===== src/sv/gic_pkg.sv =====
`timescale 1ns / 1ps
// ----------------------------------------------------------------------------
// GPIO interrupt controller package
// Request codes, register indexes, pin mode codes and shared types.
// ----------------------------------------------------------------------------
package gic_pkg;

	localparam int WORD_W   = 32;
	localparam int NUM_MODE = 4;

	// Bus request codes.
	localparam logic [1:0] REQ_NONE  = 2'd0;
	localparam logic [1:0] REQ_READ  = 2'd1;
	localparam logic [1:0] REQ_WRITE = 2'd2;

	// Word register indexes.
	localparam logic [2:0] REG_MODE0    = 3'd0;
	localparam logic [2:0] REG_MODE1    = 3'd1;
	localparam logic [2:0] REG_MODE2    = 3'd2;
	localparam logic [2:0] REG_MODE3    = 3'd3;
	localparam logic [2:0] REG_ENABLE   = 3'd4;
	localparam logic [2:0] REG_PENDING  = 3'd5;
	localparam logic [2:0] REG_DEBOUNCE = 3'd6;

	// Pin mode nibble codes; all other codes never detect.
	localparam logic [3:0] MODE_RISE = 4'd0;
	localparam logic [3:0] MODE_FALL = 4'd1;
	localparam logic [3:0] MODE_HIGH = 4'd2;
	localparam logic [3:0] MODE_LOW  = 4'd3;
	localparam logic [3:0] MODE_BOTH = 4'd4;

	// One item held in the input register.
	typedef struct packed {
		logic [1:0]        req_type;
		logic [2:0]        reg_index;
		logic [WORD_W-1:0] write_data;
		logic [WORD_W-1:0] pin_levels;
	} item_t;

	// Register state that the detector needs.
	typedef struct packed {
		logic [NUM_MODE-1:0][WORD_W-1:0] mode;
		logic [WORD_W-1:0]               enable;
		logic [WORD_W-1:0]               last_levels;
	} det_state_t;

endpackage


===== src/sv/gic_detect.sv =====
`timescale 1ns / 1ps
// ----------------------------------------------------------------------------
// GPIO interrupt controller pin detector
// Matches every pin against its mode nibble and returns the enabled hits.
// ----------------------------------------------------------------------------
module gic_detect import gic_pkg::*; #(
	parameter int NUM_PINS = 32
) (
	input  det_state_t        st,
	input  logic [WORD_W-1:0] pin_levels,
	output logic [WORD_W-1:0] hits
);

	logic [WORD_W-1:0] raw_hits;

	// One independent match per pin; pins beyond the configured count stay quiet.
	for (genvar p = 0; p < WORD_W; p++) begin : g_pin
		logic [3:0] nib;
		logic       cur;
		logic       old;

		assign nib = st.mode[p / 8][(p % 8) * 4 +: 4];
		assign cur = pin_levels[p];
		assign old = st.last_levels[p];

		if (p < NUM_PINS) begin : g_used
			always_comb begin
				case (nib)
					MODE_RISE: raw_hits[p] = !old && cur;
					MODE_FALL: raw_hits[p] = old && !cur;
					MODE_HIGH: raw_hits[p] = cur;
					MODE_LOW:  raw_hits[p] = !cur;
					MODE_BOTH: raw_hits[p] = old ^ cur;
					default:   raw_hits[p] = 1'b0;
				endcase
			end
		end else begin : g_unused
			assign raw_hits[p] = 1'b0;
		end
	end

	assign hits = raw_hits & st.enable;

endmodule


===== src/sv/gic_regfile.sv =====
`timescale 1ns / 1ps
// ----------------------------------------------------------------------------
// GPIO interrupt controller register file
// Holds mode, enable, pending, debounce and last level words, and applies
// one item per cycle while fire is high.
// ----------------------------------------------------------------------------
module gic_regfile import gic_pkg::*; (
	input  logic              clk,
	input  logic              arst_n,
	input  logic              fire,
	input  item_t             item,
	input  logic [WORD_W-1:0] hits,
	output det_state_t        st,
	output logic [WORD_W-1:0] rd_value,
	output logic              irq_next
);

	logic [NUM_MODE-1:0][WORD_W-1:0] mode_q;
	logic [WORD_W-1:0]               enable_q;
	logic [WORD_W-1:0]               pending_q;
	logic [WORD_W-1:0]               debounce_q;
	logic [WORD_W-1:0]               last_q;

	logic              is_write;
	logic [WORD_W-1:0] clear_bits;
	logic [WORD_W-1:0] enable_next;
	logic [WORD_W-1:0] pending_next;

	assign st.mode        = mode_q;
	assign st.enable      = enable_q;
	assign st.last_levels = last_q;

	assign is_write = item.req_type == REQ_WRITE;

	// Read decode returns the value before this item's updates.
	always_comb begin
		unique case (item.reg_index)
			REG_MODE0, REG_MODE1, REG_MODE2, REG_MODE3:
				rd_value = mode_q[item.reg_index[1:0]];
			REG_ENABLE:   rd_value = enable_q;
			REG_PENDING:  rd_value = pending_q;
			REG_DEBOUNCE: rd_value = debounce_q;
			default:      rd_value = '0;
		endcase
	end

	// Next enable and pending words; a detection wins over a clear.
	always_comb begin
		clear_bits  = '0;
		enable_next = enable_q;
		if (is_write && item.reg_index == REG_PENDING) begin
			clear_bits = item.write_data;
		end
		if (is_write && item.reg_index == REG_ENABLE) begin
			enable_next = item.write_data;
		end
		pending_next = (pending_q & ~clear_bits) | hits;
	end

	assign irq_next = |(pending_next & enable_next);

	// State update for each item that is processed.
	always_ff @(posedge clk or negedge arst_n) begin
		if (!arst_n) begin
			mode_q     <= '0;
			enable_q   <= '0;
			pending_q  <= '0;
			debounce_q <= '0;
			last_q     <= '0;
		end else if (fire) begin
			pending_q <= pending_next;
			enable_q  <= enable_next;
			last_q    <= item.pin_levels;
			if (is_write) begin
				unique case (item.reg_index)
					REG_MODE0, REG_MODE1, REG_MODE2, REG_MODE3:
						mode_q[item.reg_index[1:0]] <= item.write_data;
					REG_DEBOUNCE: debounce_q <= item.write_data;
					default: ;
				endcase
			end
		end
	end

endmodule


===== src/sv/gpio_interrupt_controller_top.sv =====
`timescale 1ns / 1ps
// ----------------------------------------------------------------------------
// GPIO interrupt controller top level
// Input register, pin detection, register file and output register.
// ----------------------------------------------------------------------------
// The controller takes one item per clock cycle while in_stall is low and
// returns one result item for each, in order. An accepted item moves from
// the input register into the output register and is taken from the result
// ports when the output side is not stalled. Every item samples all pin
// levels and may read or write one word register. The detection and register
// update run combinationally between the input register and the output
// register, so the rate is set by that one stage. An item waiting in the
// input register moves on whenever the output register is empty or its item
// is taken in the same cycle, so in_stall only rises while a finished result
// is being held back by out_stall.
module gpio_interrupt_controller_top import gic_pkg::*; #(
	parameter int NUM_PINS = 32
) (
	input  logic              clk,
	input  logic              arst_n,
	input  logic              in_valid,
	output logic              in_stall,
	input  logic [1:0]        req_type,
	input  logic [2:0]        reg_index,
	input  logic [WORD_W-1:0] write_data,
	input  logic [WORD_W-1:0] pin_levels,
	output logic              out_valid,
	input  logic              out_stall,
	output logic [WORD_W-1:0] read_data,
	output logic              irq_out
);

	item_t             item_s1;
	logic              valid_s1;
	logic              advance;
	det_state_t        st;
	logic [WORD_W-1:0] hits;
	logic [WORD_W-1:0] rd_value;
	logic              irq_next;
	logic              out_valid_q;
	logic [WORD_W-1:0] read_data_q;
	logic              irq_q;

	// The held item moves on when the output register is free this cycle.
	assign advance  = valid_s1 && (!out_valid_q || !out_stall);
	assign in_stall = valid_s1 && !advance;

	// Input register.
	always_ff @(posedge clk or negedge arst_n) begin
		if (!arst_n) begin
			valid_s1 <= 1'b0;
		end else if (!in_stall) begin
			valid_s1 <= in_valid;
		end
	end

	always_ff @(posedge clk) begin
		if (!in_stall && in_valid) begin
			item_s1 <= '{req_type, reg_index, write_data, pin_levels};
		end
	end

	gic_detect #(
		.NUM_PINS(NUM_PINS)
	) u_detect (
		.st        (st),
		.pin_levels(item_s1.pin_levels),
		.hits      (hits)
	);

	gic_regfile u_regfile (
		.clk     (clk),
		.arst_n  (arst_n),
		.fire    (advance),
		.item    (item_s1),
		.hits    (hits),
		.st      (st),
		.rd_value(rd_value),
		.irq_next(irq_next)
	);

	// Output register.
	always_ff @(posedge clk or negedge arst_n) begin
		if (!arst_n) begin
			out_valid_q <= 1'b0;
		end else if (advance) begin
			out_valid_q <= 1'b1;
		end else if (!out_stall) begin
			out_valid_q <= 1'b0;
		end
	end

	always_ff @(posedge clk) begin
		if (advance) begin
			read_data_q <= (item_s1.req_type == REQ_READ) ? rd_value : '0;
			irq_q       <= irq_next;
		end
	end

	assign out_valid = out_valid_q;
	assign read_data = read_data_q;
	assign irq_out   = irq_q;

endmodule


===== config.mk =====
export PLATFORM = sky130hd
export DESIGN_NAME = gpio_interrupt_controller_top
export DESIGN_NICKNAME = d
export VERILOG_FILES = /design/src/sv/gic_pkg.sv /design/src/sv/gic_detect.sv /design/src/sv/gic_regfile.sv /design/src/sv/gpio_interrupt_controller_top.sv
export SDC_FILE = /design/constraint.sdc
export NUM_CORES = 1
export LEC_CHECK = 0
export BUFFER_PORTS_ARGS = -buffer_cell sky130_fd_sc_hd__buf_4
export CELL_PAD_IN_SITES_DETAIL_PLACEMENT = 0
export CELL_PAD_IN_SITES_GLOBAL_PLACEMENT = 1
export CORE_MARGIN = 5
export CORE_UTILIZATION = 54
export DETAILED_ROUTE_END_ITERATION = 12
export GPL_TIMING_DRIVEN = 0
export MAX_ROUTING_LAYER = met4
export PLACE_DENSITY_LB_ADDON = 0.1
export SETUP_SLACK_MARGIN = 0.05
export SYNTH_ARGS = -nofsm -noshare
export SYNTH_HDL_FRONTEND = slang
export SYNTH_HIERARCHICAL = 1
export SYNTH_SLANG_ARGS = --single-unit

===== constraint.sdc =====
create_clock -name clk -period 7.8 [get_ports clk]
set_input_delay 0.39 -clock clk [delete_from_list [all_inputs] [get_ports clk]]
set_output_delay 0.39 -clock clk [all_outputs]
set_load 0.05 [all_outputs]

==> results.py <==
metrics = {
    "synth": {
        "yosysWarnings": 6,
        "synth_edf_count": 102,
        "syn_nets": 1672,
        "synth_async_sr_flop_share": 0.717,
        "ys.flop_type": "dfrtp_1",
        "syn_area_per_cell_um2": 12.2,
        "syn_area_um2": 18700,
        "synth_cell_types": 50,
        "synth-seq-area-share": 0.508,
        "synthCells": 1535,
        "ys_ff_latch": 360,
    },
    "worst_setup_path": {
        "worstSetupStartpoint": "out_valid",
        "reg2reg_slack_ns": 4.21,
        "critPathMaxFanout": 17,
        "timing.rr.start": "out_valid",
        "cp-start-kind": "register",
        "cp.arrival_ns": 4.02,
        "crit_path_end": "u_regfile/last_q[12]",
        "worstReg2RegEnd": "u_regfile/last_q[12]",
        "crit_type": "register to register",
        "cp_data_required_time_ns": 8.23,
        "cp-end-kind": "register",
        "rr_worst_depth": 5,
    },
    "global_routing": {
        "grt_antenna_before_repair": 1,
        "grt_pass1_wl_um": 84800,
        "use_met2": 0.464,
        "grtUsageMet1": 0.394,
        "grt_max_degree": 109,
        "grtUsageMet3": 0.0589,
        "grt_use_total": 0.301,
        "gr-max-usage-layer": "met2",
        "grt_overflow": 0,
        "grt_pass1_vias": 13744,
    },
    "timing": {
        "setup-violations-final": 0,
        "fin_crit_ns": 3.59,
        "fin_crit_sh": 0.460,
        "final.setup.worst_slack_ns": 4.21,
        "hold-worst-slack_ns": 0.0175,
        "finClkSkew_ns": 0.0191,
        "fmax_ghz": 0.279,
        "final-hold-violation-count": 0,
        "drv_slew": 0,
        "timing.slew.headroom": 0.0684,
        "rsz0062_at_grt": "false",
        "worst_pin_slew_ns": 1.40,
    },
    "floorplanning": {
        "pin_count": 108,
        "die_x_um": 196,
        "rows": 68,
        "core-area_um2": 34400,
        "initial_core_util": 0.545,
        "die_area_um2": 38500,
        "die_height_um": 196,
    },
    "detailed_routing": {
        "drcViolationCount": 0,
        "vias": 13633,
        "wl_per_cell_um": 25.0,
        "postRouteAntennaNets": 0,
        "first_pass_iters": 6,
        "drt-initial-drc-count": 985,
        "routed_via_density": 6.07,
        "drt-total-wl_um": 56000,
    },
    "power": {
        "powerDensity_nw_per_um2": 261,
        "p_leak_nw": 9.77,
        "power_w": 0.00580,
        "ir_drop_mv": 0.226,
    },
    "clock_network": {
        "cts_resized": 0,
        "cts_setup_buffers": 0,
        "cts_hold_buffers": 68,
        "clock_tree.root_cell": "clkbuf_16",
        "cts.clk_slew.worst_paths_ns": 0.06,
        "htreeDepth": 2,
        "cts_buffers": 41,
        "cts_buffer_depth": 3,
        "clkLatencyLatePin_ns": 0.57,
        "clock-sinks": 360,
        "cts_tree": "done",
    },
    "placed_design": {
        "portBuffers": 107,
        "gp_congestion": 0.932,
        "dp_slack_ns": 4.16,
        "hpwlAfterDp_um": 38400,
    },
    "final_layout": {
        "drive_above_1_share": 0.268,
        "area_growth_pct": 18.5,
        "num_antenna_cells": 0,
        "fillers": 2688,
        "finalNetCount": 1895,
    },
    "status": {
        "status": "finished, final reports clean",
    },
    "job": {
        "cap_viol_max_count": 0,
    },
    "hold_path": {
        "min_path_cells": 1,
        "hold_path_class": "input pin to register",
    },
}
## Yosys cell counts, types with 18 or more instances
library cell	instances	area (um2)
o22ai_1	31	194
and2_2	21	158
inv_1	81	304
buf_1	18	67.6
dfrtp_1	258	6460
mux2i_1	49	490
nor3_1	20	100
a22o_1	32	280
nand3_1	19	95.1
xor2_1	28	245
edfxtp_1	102	3060
clkbuf_1	32	120
buf_2	19	95.1
nand2_1	39	146
ha_1	64	801
nand2b_1	44	275
mux2_2	226	2540
nor2b_1	38	238
a211oi_1	30	225
mux4_2	32	721
nor2_1	103	387
a21oi_1	65	325
o21ai_0	31	155
## how the worst min path moves through the flow
stage	from	to	slack (ns)
2_1_floorplan	arst_n	out_valid	0.09
3_3_place_gp	valid_s1	out_valid	0.45
3_5_place_dp	arst_n	u_regfile/last_q[1]	0.35
4_1_cts	pin_levels[20]	item_s1[20]	0.00003
5_1_grt	pin_levels[20]	item_s1[20]	0.009
6_report	pin_levels[20]	item_s1[20]	0.02
## worst max-delay path: stages, from the launching register on
cell and delay [ns]:
dfrtp_1 0.43, a21boi_4 0.47, buf_16 0.22, clkbuf_1 0.79, clkbuf_1 1.09, mux2_2 0.43
## cell type report
class,count,area [um2],share of cell area
Buffer,73,328,0.0148
Clock buffer,59,1190,0.0534
Clock inverter,16,82.6,0.00372
Inverter,81,304,0.0137
Multi-Input combinational cell,1021,8610,0.387
Sequential cell,360,9520,0.428
Tap cell,455,569,0.0256
Timing Repair Buffer,180,1620,0.0730
## registers in the layout, summed over array words and instances (netlist names)
signal / flops
out_valid: 1
u_regfile/last_q: 32
item_s1: 69
u_regfile/st: 128
u_regfile/debounce_q: 32
valid_s1: 1
read_data: 32
u_regfile/pending_q: 32
irq_out: 1
u_regfile/enable_q: 32
## placed cells by master, fill, tap and decap left out, drive strengths merged, types with 3 or more instances in the layout
master,n
a2111oi,3
a211oi,30
a21boi,3
a21o,4
a21oi,65
a22o,32
and2,33
buf,153
clkbuf,91
clkinv,14
dfrtp,258
dlygate4sd3,68
edfxtp,102
ha,64
inv,82
mux2,239
mux2i,49
mux4,32
nand2,39
nand2b,44
nand3,19
nand3b,4
nand4,12
nand4b,14
nor2,103
nor2b,39
nor3,20
nor3b,3
nor4,7
nor4b,3
o211ai,11
o21ai,36
o22ai,31
o41ai,14
or3,14
or4b,14
xnor2,3
xor2,28
## metrics by stage
stage | TNS [ns] | cells | area (um2) | utilization
4_1_cts | 0 | 2245 | 22200 | 0.646
6_report | 0 | 2245 | 22200 | 0.646
3_5_place_dp | 0 | 2102 | 20300 | 0.590
2_1_floorplan | 0 | 1535 | 18700 | -
3_3_place_gp | -31.44 | 2097 | 20100 | 0.585
5_1_grt | 0 | 2245 | 22200 | 0.646
## cell families after synthesis
group / Yosys count / synth area share
fa+ha+maj: 64 / 0.0427
mux: 320 / 0.208
flops: 360 / 0.508
buf+inv: 154 / 0.0337
simple gates: 373 / 0.112
xor+xnor: 31 / 0.0145
compound gates: 233 / 0.0813
## where the power goes
part	internal (W)	total, W	switching (W)
logic	0.000647	0.00124	0.000593
clock network	0.00106	0.00183	0.000777
registers	0.00232	0.00273	0.000408
total	0.00402	0.00580	0.00178
## routing by layer
layer  wire length, um  up-vias  share of wire
met4              2530        0          0.045
li1                  -     6074              -
met5                 0        -              0
met1             23200     6930           0.41
met3              4190      134          0.075
met2             26100      495           0.47
No activity file was read; power rests on OpenSTA's default activity.
